--- src/hdl/tacs_pkg.sv ---
// shared constants and types of the traffic automaton car step block
`default_nettype none

package tacs_pkg;

   // fixed field widths
   localparam int LEN_BITS    = 16;
   localparam int CARS_BITS   = 7;
   localparam int SPEED_BITS  = 5;
   localparam int THR_BITS    = 17;
   localparam int IDX_BITS    = 6;
   localparam int RND_BITS    = 16;
   localparam int OUT_CELL_BITS = 16;
   localparam int LAP_BITS    = 32;

   // register port
   localparam int DATA_BITS   = 32;
   localparam int ADDR_BITS   = 4;

   // parameter defaults
   localparam int MAX_CARS_DEFAULT  = 64;
   localparam int CELL_BITS_DEFAULT = 16;

   // register indexes
   localparam logic [1:0] REG_ROAD_LENGTH    = 2'd0;
   localparam logic [1:0] REG_CARS_IN_USE    = 2'd1;
   localparam logic [1:0] REG_SPEED_LIMIT    = 2'd2;
   localparam logic [1:0] REG_SLOW_THRESHOLD = 2'd3;

   // register reset values
   localparam logic [LEN_BITS-1:0]   ROAD_LENGTH_RESET    = 16'd1000;
   localparam logic [CARS_BITS-1:0]  CARS_IN_USE_RESET    = 7'd1;
   localparam logic [SPEED_BITS-1:0] SPEED_LIMIT_RESET    = 5'd5;
   localparam logic [THR_BITS-1:0]   SLOW_THRESHOLD_RESET = 17'd0;

   // item kinds
   localparam logic KIND_LOAD = 1'b0;
   localparam logic KIND_STEP = 1'b1;

   // configuration register set
   typedef struct packed {
      logic [LEN_BITS-1:0]   road_length;
      logic [CARS_BITS-1:0]  cars_in_use;
      logic [SPEED_BITS-1:0] speed_limit;
      logic [THR_BITS-1:0]   slow_threshold;
   } cfg_type;

   // answer of the gap unit
   typedef struct packed {
      logic                vld;
      logic [LEN_BITS-1:0] gap;
   } gap_rsp_type;

endpackage

`default_nettype wire

--- src/hdl/tacs_gap.sv ---
// gap ahead of a car: direct range fold, or a bit-serial remainder for far cells
`default_nettype none

module tacs_gap
   import tacs_pkg::*;
#(
   parameter int DW = 17
)
(
   input  wire logic                clock,
   input  wire logic                reset,
   input  wire logic                req_vld,
   input  wire logic [DW-1:0]       gap_diff,
   input  wire logic [LEN_BITS-1:0] road_cells,
   input  wire logic                take,
   output      gap_rsp_type         rsp
);

   localparam int CNT_BITS = $clog2(DW + 1);
   localparam int REM_BITS = LEN_BITS + 1;

   typedef enum logic [1:0] {GAP_IDLE, GAP_RUN, GAP_DONE} gap_state_type;

   gap_state_type         state_ff;
   logic [DW-1:0]         mag_ff;
   logic [LEN_BITS-1:0]   rem_ff;
   logic [CNT_BITS-1:0]   cnt_ff;
   logic                  neg_ff;

   logic                  neg;
   logic [DW-1:0]         len_x;
   logic [DW-1:0]         sum;
   logic                  in_pos;
   logic                  in_neg;
   logic                  fast;
   logic [LEN_BITS-1:0]   fast_gap;
   logic [DW-1:0]         mag;
   logic [REM_BITS-1:0]   shifted;
   logic [REM_BITS-1:0]   rem_in;
   logic [LEN_BITS-1:0]   slow_gap;

   // difference already within one road length of the range
   assign neg      = gap_diff[DW-1];
   assign len_x    = DW'(road_cells);
   assign sum      = gap_diff + len_x;
   assign in_pos   = !neg && (gap_diff < len_x);
   assign in_neg   = neg && !sum[DW-1];
   assign fast     = in_pos | in_neg;
   assign fast_gap = neg ? sum[LEN_BITS-1:0] : gap_diff[LEN_BITS-1:0];
   assign mag      = neg ? (~gap_diff + DW'(1)) : gap_diff;

   // one remainder bit per cycle
   assign shifted  = {rem_ff, mag_ff[DW-1]};
   assign rem_in   = (shifted >= REM_BITS'(road_cells)) ? shifted - REM_BITS'(road_cells)
                                                        : shifted;

   // fold the magnitude remainder back for a negative difference
   assign slow_gap = (neg_ff && rem_ff != '0) ? road_cells - rem_ff : rem_ff;

   assign rsp.vld  = req_vld & (fast | (state_ff == GAP_DONE));
   assign rsp.gap  = fast ? fast_gap : slow_gap;

   // remainder sequencer
   always_ff @(posedge clock) begin
      if (reset) begin
         state_ff <= GAP_IDLE;
      end else begin
         case (state_ff)
            GAP_IDLE: begin
               if (req_vld && !fast) begin
                  mag_ff   <= mag;
                  rem_ff   <= '0;
                  cnt_ff   <= CNT_BITS'(DW);
                  neg_ff   <= neg;
                  state_ff <= GAP_RUN;
               end
            end
            GAP_RUN: begin
               rem_ff <= rem_in[LEN_BITS-1:0];
               mag_ff <= mag_ff << 1;
               cnt_ff <= cnt_ff - CNT_BITS'(1);
               if (cnt_ff == CNT_BITS'(1)) begin
                  state_ff <= GAP_DONE;
               end
            end
            GAP_DONE: begin
               if (take) begin
                  state_ff <= GAP_IDLE;
               end
            end
            default: state_ff <= GAP_IDLE;
         endcase
      end
   end

endmodule

`default_nettype wire

--- config.mk ---
export PLATFORM = sky130hd
export DESIGN_NAME = tacs_gap
export DESIGN_NICKNAME = d
export VERILOG_FILES = /design/src/hdl/tacs_pkg.sv /design/src/hdl/tacs_gap.sv
export SDC_FILE = /design/constraint.sdc
export NUM_CORES = 1
export LEC_CHECK = 0
export BUFFER_PORTS_ARGS = -buffer_cell sky130_fd_sc_hd__buf_4
export CAP_MARGIN = 10
export CORE_ASPECT_RATIO = 1.25
export CORE_MARGIN = 2
export CORE_UTILIZATION = 55
export CTS_CLUSTER_SIZE = 10
export DETAILED_ROUTE_END_ITERATION = 10
export GPL_TIMING_DRIVEN = 0
export MAX_ROUTING_LAYER = met4
export PLACE_DENSITY = 0.75
export SLEW_MARGIN = 20
export SYNTH_ARGS = -nofsm -noshare
export SYNTH_HDL_FRONTEND = slang
export SYNTH_SLANG_ARGS = --single-unit
--- constraint.sdc ---
create_clock -name clock -period 9.6 [get_ports clock]
set_input_delay 1.92 -clock clock [delete_from_list [all_inputs] [get_ports clock]]
set_output_delay 1.92 -clock clock [all_outputs]
set_load 0.02 [all_outputs]
==> results.cfg <==
[clock_network]
cts_tree = done
cts_resized = 0
cts_setup_buffers = 0
postCtsHoldBufs = 0
root_buffer = clkbuf_16
h-tree-depth = 2
cts.reportedPaths.clkPinSlew_ns = 0.06
cts_buffer_depth = 2
numCtsBuffers = 5
cts.sinks = 41
clkLatencyLatePin_ns = 0.29

[timing]
fmax_ghz = 0.142
finalSetupTns_ns = 0
final-max-slew-violation-count = 0
setup_viol = 0
clock_skew_ns = 0.00752
worstMarginPinSlew_ns = 0.905
finalCritPeriodShare_pct = 73.6
rsz0062_at_grt = no
finalHoldViolations = 0
period_minus_slack_ns = 7.07
max_slew_margin_pct = 38.9

[logic_synthesis]
postSynthCellCount = 636
async_flop_share_pct = 0
synth.most_common_cell = nor2_1
synth.avg_cell_area_um2 = 8.00
ys_top_cells_by_count = 74 x nor2_1, 66 x ha_1, 58 x inv_1
ys_types = 55
synth_seq_cells = 41
synth_edf_count = 39
syn_area_um2 = 5090
synth_top_area_cell = edfxtp_1
synth_warnings = 0
synth.yosys.seq_area_share_pct = 23.8
synth_top_area_share_pct = 23.0
netlist_top_cells_area = edfxtp_1 23%, ha_1 16%, xnor2_1 5.7%, nor2_1 5.5%, a21oi_1 5.2%
ys.flop_type = edfxtp_1
synth_nets = 742

[setup_path]
r2r_slack_ns = 6.32
critPathLaunchType = primary input
required_ns = 7.68
worst_ep_arrival_time_ns = 5.15
crit_path_max_fanout = 10
reg2reg_from = rem_ff[0]$_SDFFCE_PN0P_
crit_type = in2out
worst_r2r_endpoint = rem_ff[9]$_SDFFCE_PN0P_
crit_end = rsp[8]
reg2reg_depth = 11
cp-startpoint = gap_diff[0]
end_kind = output pin

[run]
maxCapViolCount = 0

[floorplan]
die_h_um = 112
rows = 39
coreArea_um2 = 9080
start_util_pct = 56.1
die_w_um = 90.1
io_pins = 54
dieArea_um2 = 10000

[pwr]
leakagePower_nw = 2.58
p_per_area_nw_per_um2 = 138
vdd_drop_max_mv = 0.0769

[detailed_routing]
routed_wl_um = 14600
drt-initial-drc-count = 376
wl_per_cell_um = 17.8
antenna_left = 0
drt_first_pass_iters = 5
via_per_inst = 5.99
num_vias = 4914
drc_errors = 0

[global_routing]
grt_usage_pct = 30.1
grt_first_pass_wirelength_um = 23400
grt_antenna_before_repair = 0
grt_pass1_vias = 4781
grt_max_degree = 21
overflow = 0

[layout]
multi_input_area_um2 = 3580
diodes = 0
regArea_um2 = 1210
fin_util_pct = 64.4
num-fill-cells = 846
syn2layout_area_growth_pct = 14.9
drive_above_1_share_pct = 10.6
final_nets = 803

[worst_hold_path]
min_path_type = reg2reg
hold_path.startpoint = mag_ff[9]$_DFFE_PP_

[place]
port_buffers = 53
gp_congestion = 0.945
dp_hpwl_um = 11800

[outcome]
status = completed
==> routing by layer <==
metal | wire [um] | GRT usage, % | vias up
met5 | 0 | - | -
met4 | 437 | 10.8 | 0
met3 | 694 | 4.06 | 36
met2 | 7550 | 53.5 | 164
met1 | 5950 | 34.6 | 2312
li1 | - | - | 2402
==> cells by family after synthesis <==
family,Yosys count,synth area share (%)
AND/OR/NAND/NOR,204,18.6
AO/OA/AOI/OAI,174,21.7
buffers and inverters,78,5.87
adder cells (fa/ha/maj),69,17.4
XOR/XNOR,49,8.43
flip-flops,41,23.8
multiplexers,21,4.18
==> layout make-up <==
cell class,count,share of cell area (%)
Buffer,20,1.39
Clock buffer,6,2.37
Clock inverter,2,0.642
Inverter,58,3.72
Multi-Input combinational cell,517,61.3
Sequential cell,41,20.7
Tap cell,123,2.63
Timing Repair Buffer,54,7.27
==> worst max-delay path, stage by stage <==
cell      delay [ns]
buf_4           0.13
ha_1            0.17
inv_1           0.05
fa_1            0.39
o21bai_1        0.14
a21oi_1         0.14
o21ai_1         0.28
o221a_1         0.27
o211ai_2        0.16
o41ai_4         0.52
clkbuf_1        0.44
o211ai_1        0.16
o21ai_0         0.16
buf_4           0.21
==> report_power, final <==
group	internal, mW	switching (mW)
sequential	0.219	0.0123
combinational	0.153	0.217
clock	0.130	0.0747
total	0.502	0.304
==> sequential cells by signal, indices dropped and copies added (netlist names) <==
signal,flops
rem_ff,16
state_ff,2
cnt_ff,5
neg_ff,1
mag_ff,17
==> how the worst min path moves through the flow <==
stage / to / cells past startpoint / slack [ns]
global route: mag_ff[10]$_DFFE_PP_ / 2 / 0.57
detailed placement: mag_ff[10]$_DFFE_PP_ / 2 / 0.52
finish: mag_ff[10]$_DFFE_PP_ / 2 / 0.52
CTS: mag_ff[10]$_DFFE_PP_ / 2 / 0.53
floorplan: mag_ff[10]$_DFFE_PP_ / 2 / 0.50
global placement: mag_ff[1]$_DFFE_PP_ / 2 / 0.51
==> stage by stage <==
stage | worst slack (ns) | hold slack (ns) | cells | cell area (um^2) | power [mW]
after global routing | 2.38 | 0.570 | 821 | 5850 | 0.852
after floorplan | 3.30 | 0.496 | 636 | 5090 | 0.485
final | 2.53 | 0.521 | 821 | 5850 | 0.806
after CTS | 2.56 | 0.529 | 821 | 5850 | 0.802
after global placement | 2.55 | 0.510 | 812 | 5640 | 0.588
after detailed placement | 2.58 | 0.518 | 813 | 5670 | 0.599
==> cell usage in the layout (no fill, tap or decap), drive strengths merged, types with 4 or more instances in the layout <==
master   n
mux2i   19
o211ai  12
clkbuf  22
nor4    11
o21a     4
buf     58
inv     58
o31ai    8
nand2b  10
nand3   11
xor2    16
o21bai   6
edfxtp  39
o21ai   49
nor2b    8
nor2    74
nand4    5
ha      66
a21oi   53
and3     6
a21o    10
or3      6
or4      4
xnor2   33
nor3    12
nand2   50
a211oi  13
(Power assumes the default switching activity.)
