`config.mk`:
```
export PLATFORM = sky130hd
export DESIGN_NAME = tacs_csr
export DESIGN_NICKNAME = d
export VERILOG_FILES = /design/src/hdl/tacs_pkg.sv /design/src/hdl/tacs_csr.sv
export SDC_FILE = /design/constraint.sdc
export NUM_CORES = 1
export LEC_CHECK = 0
export BUFFER_PORTS_ARGS = -buffer_cell sky130_fd_sc_hd__buf_2
export CAP_MARGIN = 20
export CORE_MARGIN = 4
export CORE_UTILIZATION = 35
export CTS_BUF_LIST = sky130_fd_sc_hd__clkbuf_16
export CTS_CLUSTER_DIAMETER = 100
export DETAILED_ROUTE_END_ITERATION = 6
export HOLD_SLACK_MARGIN = 0.12
export SETUP_SLACK_MARGIN = 0.02
export SYNTH_ARGS = -nofsm -noshare
export SYNTH_HDL_FRONTEND = slang
export SYNTH_SLANG_ARGS = --single-unit
export TNS_END_PERCENT = 20
```
`constraint.sdc`:
```
create_clock -name clock -period 2.7 [get_ports clock]
set_input_delay 0.54 -clock clock [delete_from_list [all_inputs] [get_ports clock]]
set_output_delay 0.54 -clock clock [all_outputs]
set_load 0.02 [all_outputs]
```
`src/hdl/tacs_pkg.sv`:
```
// shared constants and types of the traffic automaton car step block
`default_nettype none

package tacs_pkg;

   // fixed field widths
   localparam int LEN_BITS    = 16;
   localparam int CARS_BITS   = 7;
   localparam int SPEED_BITS  = 5;
   localparam int THR_BITS    = 17;
   localparam int IDX_BITS    = 6;
   localparam int RND_BITS    = 16;
   localparam int OUT_CELL_BITS = 16;
   localparam int LAP_BITS    = 32;

   // register port
   localparam int DATA_BITS   = 32;
   localparam int ADDR_BITS   = 4;

   // parameter defaults
   localparam int MAX_CARS_DEFAULT  = 64;
   localparam int CELL_BITS_DEFAULT = 16;

   // register indexes
   localparam logic [1:0] REG_ROAD_LENGTH    = 2'd0;
   localparam logic [1:0] REG_CARS_IN_USE    = 2'd1;
   localparam logic [1:0] REG_SPEED_LIMIT    = 2'd2;
   localparam logic [1:0] REG_SLOW_THRESHOLD = 2'd3;

   // register reset values
   localparam logic [LEN_BITS-1:0]   ROAD_LENGTH_RESET    = 16'd1000;
   localparam logic [CARS_BITS-1:0]  CARS_IN_USE_RESET    = 7'd1;
   localparam logic [SPEED_BITS-1:0] SPEED_LIMIT_RESET    = 5'd5;
   localparam logic [THR_BITS-1:0]   SLOW_THRESHOLD_RESET = 17'd0;

   // item kinds
   localparam logic KIND_LOAD = 1'b0;
   localparam logic KIND_STEP = 1'b1;

   // configuration register set
   typedef struct packed {
      logic [LEN_BITS-1:0]   road_length;
      logic [CARS_BITS-1:0]  cars_in_use;
      logic [SPEED_BITS-1:0] speed_limit;
      logic [THR_BITS-1:0]   slow_threshold;
   } cfg_type;

   // answer of the gap unit
   typedef struct packed {
      logic                vld;
      logic [LEN_BITS-1:0] gap;
   } gap_rsp_type;

endpackage

`default_nettype wire

```
`src/hdl/tacs_csr.sv`:
```
// configuration registers behind the apb-style port
`default_nettype none

module tacs_csr
   import tacs_pkg::*;
(
   input  wire logic                 clock,
   input  wire logic                 reset,
   input  wire logic                 psel,
   input  wire logic                 penable,
   input  wire logic                 pwrite,
   input  wire logic [ADDR_BITS-1:0] paddr,
   input  wire logic [DATA_BITS-1:0] pwdata,
   output      logic [DATA_BITS-1:0] prdata,
   output      logic                 pready,
   output      cfg_type              cfg
);

   cfg_type    cfg_ff;
   logic       wr_en;
   logic [1:0] reg_idx;

   assign pready  = 1'b1;
   assign wr_en   = psel & penable & pwrite;
   assign reg_idx = paddr[3:2];
   assign cfg     = cfg_ff;

   // register writes
   always_ff @(posedge clock) begin
      if (reset) begin
         cfg_ff.road_length    <= ROAD_LENGTH_RESET;
         cfg_ff.cars_in_use    <= CARS_IN_USE_RESET;
         cfg_ff.speed_limit    <= SPEED_LIMIT_RESET;
         cfg_ff.slow_threshold <= SLOW_THRESHOLD_RESET;
      end else if (wr_en) begin
         case (reg_idx)
            REG_ROAD_LENGTH:    cfg_ff.road_length    <= pwdata[LEN_BITS-1:0];
            REG_CARS_IN_USE:    cfg_ff.cars_in_use    <= pwdata[CARS_BITS-1:0];
            REG_SPEED_LIMIT:    cfg_ff.speed_limit    <= pwdata[SPEED_BITS-1:0];
            REG_SLOW_THRESHOLD: cfg_ff.slow_threshold <= pwdata[THR_BITS-1:0];
            default: ;
         endcase
      end
   end

   // read back
   always_comb begin
      case (reg_idx)
         REG_ROAD_LENGTH:    prdata = DATA_BITS'(cfg_ff.road_length);
         REG_CARS_IN_USE:    prdata = DATA_BITS'(cfg_ff.cars_in_use);
         REG_SPEED_LIMIT:    prdata = DATA_BITS'(cfg_ff.speed_limit);
         REG_SLOW_THRESHOLD: prdata = DATA_BITS'(cfg_ff.slow_threshold);
         default:            prdata = '0;
      endcase
   end

endmodule

`default_nettype wire

```
==> impl_results.md <==
- Outcome: complete, no violations
- Post-DP HPWL: around 4.4 mm
- Share of power burned in registers: 0.434
- Die area: 8000 um^2
- Initial Util: 0.363
- Hold violation count in the final report: 0
- Area of all sequential standard cells: 901 um^2
- Final core occ: 0.445
- TNS Setup: 0 ps
- Post-route clock period utilization: 0.842
- Max-slew headroom at the worst pin: 0.595
- Post-synthesis register bit count: 45
- Standby leakage power: roughly 1.4 nW
- Hold_buf cts: 0
- GR Util All Layers: 0.158
- Synth Area per Inst: 9.83 um^2
- Share of layout cells above drive strength 1: 0.354
- Worst hold path class: primary input to register
- Horizontal die dimension: 89.4 um
- Gate Count Post-Synth: roughly 240
- Total of fill cells in the finished design: 654
- Depth of the CTS H-tree: 2
- Power Density: 552 nW/um^2
- Worst clock skew on the final layout: 0 ps
- Buffer levels on the longest clock path: 2
- Worst slack after detailed placement: 390 ps
- Vias in the first global route: 1891
- Shortest clock period the worst path allows after layout: 2270 ps
- Endpoints failing setup: 0
- Proportion of total power due to net switching: 0.251
- Pin count of the biggest net entering global routing: 28
- Worst-path maximum fanout: 16
- CTS tree: yes
- IR drop worst, VDD: between 0.3 and 0.4 mV
- Largest register FFs: 45
- Number of buffers created by CTS: 5
- Arrival time worst endpoint: 1730 ps
- Post-synthesis instance area: 2320 um^2
- Clock transition at path regs: ~60 ps
- Worst Setup Start Kind: primary input
- Category of the critical setup timing path: primary input to output port
- Number of DRC violations after detailed-routing iteration 0: 70
- Synth cell types: 30
- Worst setup EP type: output port
- Net count reported at finish: 354
- Timing-limited maximum frequency: approximately 440 MHz
- Clock latency at the later pin of the worst-skew pair: 280 ps
- Number of antenna violations at the first check in global routing: 0
- Power spent charging and discharging nets: 0.393 mW
- Worst setup margin: 426 ps
- Slew of the pin with the lowest slew margin: 607 ps
- Core area: 6390 um^2
- IO Count: about 120
- Remaining number of nets flagged by the antenna check after routing: 0
- DRT Pass-1 Iters: 4
- Std-Cell Rows: 29
- RePlAce Congestion: 0.726
- Wirelength, routed: 6.25 mm
- Total area of multi-input combinational cells: 1190 um^2
- Fraction of power consumed by the clock network: 0.445
- Sum of overflow across all layers after global routing: 0
- Top library cells by usage in the layout, fill and taps aside: sky130_fd_sc_hd__buf_2, sky130_fd_sc_hd__dfxtp_1, sky130_fd_sc_hd__nand2b_1, sky130_fd_sc_hd__mux2i_1, sky130_fd_sc_hd__o21ai_0
- Wire length of the first global-routing pass: 9.67 mm
- Req. time, crit path: roughly 2200 ps
- Maxcap violations: 0
- Clock sink count: 45
- Most frequent standard cell in the layout excluding fill and tap cells: sky130_fd_sc_hd__buf_2
- Die Ht: a little under 90 um
- Sequential element share of the synthesized area: 0.388
- Combinational Power Share: 0.121
- DRC violations left: 0
- Gates resized, CTS repair: 0
- Internal power: ~1.2 mW
- Vias: 1980
- Clock root buffer master: sky130_fd_sc_hd__clkbuf_16
- Mean routed wirelength per cell: 16.0 um
- Tightest hold margin: 481 ps
- Yosys synthesis warning count: 0
- Number of max-slew violations in the final report: 0
- Total Power: 1.57 mW
- Number of antenna diodes: 0
- Unrepaired setup endpoints after global routing: no
- Count of buffers inserted at the top-level ports: 85
- Number of vias per cell after detailed routing: 5.06
- Growth of design area from synthesis to finish: 22.4%
- Post-CTS Setup Repair Bufs: 0
cell families (layout without fill, tap and decap cells):
group / count (synthesis) / count (layout) / share of synthesized area
simple gates: 66 / 66 / 0.182
compound gates: 59 / 59 / 0.159
flops: 45 / 45 / 0.388
buf+inv: 36 / 100 / 0.120
mux: 28 / 28 / 0.148
other cells: 2 / 16 / 0.00324
worst max-delay path, stage by stage:
cell and delay, ps:
sky130_fd_sc_hd__buf_2 410, sky130_fd_sc_hd__and2_1 220, sky130_fd_sc_hd__buf_4 210, sky130_fd_sc_hd__nand2_1 70, sky130_fd_sc_hd__o21ai_0 70, sky130_fd_sc_hd__buf_2 210
area by class of cell:
| type | count | share of cell area |
|---|---|---|
| flip-flops and latches | 45 | 0.317 |
| well taps | 77 | 0.0339 |
| clock buffers | 5 | 0.0441 |
| multi-input cells | 169 | 0.420 |
| repair buffers | 92 | 0.168 |
| clock inverters | 3 | 0.0163 |
power by group through the flow:
stage	logic (mW)	registers, mW	clock network, mW
final	0.190	0.680	0.698
after global placement	0.190	0.695	0
after detailed placement	0.191	0.695	0
after CTS	0.191	0.680	0.717
after floorplan	0.145	0.705	0
after global routing	0.206	0.681	0.744
worst paths after layout:
path,endpoint,cells past startpoint,slack [ps],startpoint
worst max-delay path,prdata[5],6,430,paddr[2]
worst min-delay path,cfg[36],2,480,pwdata[7]
worst max register to register,cfg[37],2,1860,cfg[37]
worst min register to register,cfg[44],2,490,cfg[44]
per-layer routing:
metal | vias to the layer above | GRT usage | part of all wire
li1 | 958 | - | -
met1 | 940 | 0.209 | 0.47
met2 | 75 | 0.257 | 0.44
met3 | 7 | 0.0415 | 0.078
met4 | 0 | 0.0406 | 0.0099
met5 | - | 0 | 0
metrics by stage:
step,instances,area (um^2)
2_1_floorplan,250,2370
3_3_place_gp,383,2670
3_5_place_dp,383,2670
4_1_cts,391,2840
5_1_grt,391,2840
6_report,391,2840
cells in the mapped netlist:
| library cell | n | area [um^2] |
|---|---|---|
| sky130_fd_sc_hd__nor3b_4 | 1 | 18.8 |
| sky130_fd_sc_hd__buf_1 | 1 | 3.75 |
| sky130_fd_sc_hd__buf_4 | 19 | 143 |
| sky130_fd_sc_hd__nand2_1 | 3 | 11.3 |
| sky130_fd_sc_hd__nand3b_1 | 1 | 7.51 |
| sky130_fd_sc_hd__nor3_4 | 1 | 16.3 |
| sky130_fd_sc_hd__and3_1 | 2 | 12.5 |
| sky130_fd_sc_hd__clkbuf_1 | 4 | 15.0 |
| sky130_fd_sc_hd__mux2i_1 | 23 | 230 |
| sky130_fd_sc_hd__buf_2 | 3 | 15.0 |
| sky130_fd_sc_hd__and2_1 | 1 | 6.26 |
| sky130_fd_sc_hd__a21boi_0 | 6 | 45.0 |
| sky130_fd_sc_hd__nand3_1 | 18 | 90.1 |
| sky130_fd_sc_hd__nand2b_1 | 30 | 188 |
| sky130_fd_sc_hd__buf_8 | 2 | 30.0 |
| sky130_fd_sc_hd__o21ai_0 | 19 | 95.1 |
| sky130_fd_sc_hd__clkbuf_2 | 1 | 5.00 |
| sky130_fd_sc_hd__nand3_2 | 1 | 10.0 |
| sky130_fd_sc_hd__a21oi_1 | 18 | 90.1 |
| sky130_fd_sc_hd__a211o_1 | 6 | 52.6 |
| sky130_fd_sc_hd__dfxtp_1 | 45 | 901 |
| sky130_fd_sc_hd__nor2_4 | 1 | 11.3 |
| sky130_fd_sc_hd__o31ai_1 | 1 | 7.51 |
| sky130_fd_sc_hd__nand3b_4 | 1 | 20.0 |
| sky130_fd_sc_hd__conb_1 | 2 | 7.51 |
| sky130_fd_sc_hd__mux4_2 | 5 | 113 |
| sky130_fd_sc_hd__nor2_1 | 5 | 18.8 |
| sky130_fd_sc_hd__nand2_4 | 1 | 11.3 |
| sky130_fd_sc_hd__buf_6 | 6 | 67.6 |
| sky130_fd_sc_hd__a22o_1 | 9 | 78.8 |
(Power assumes the default switching activity.)
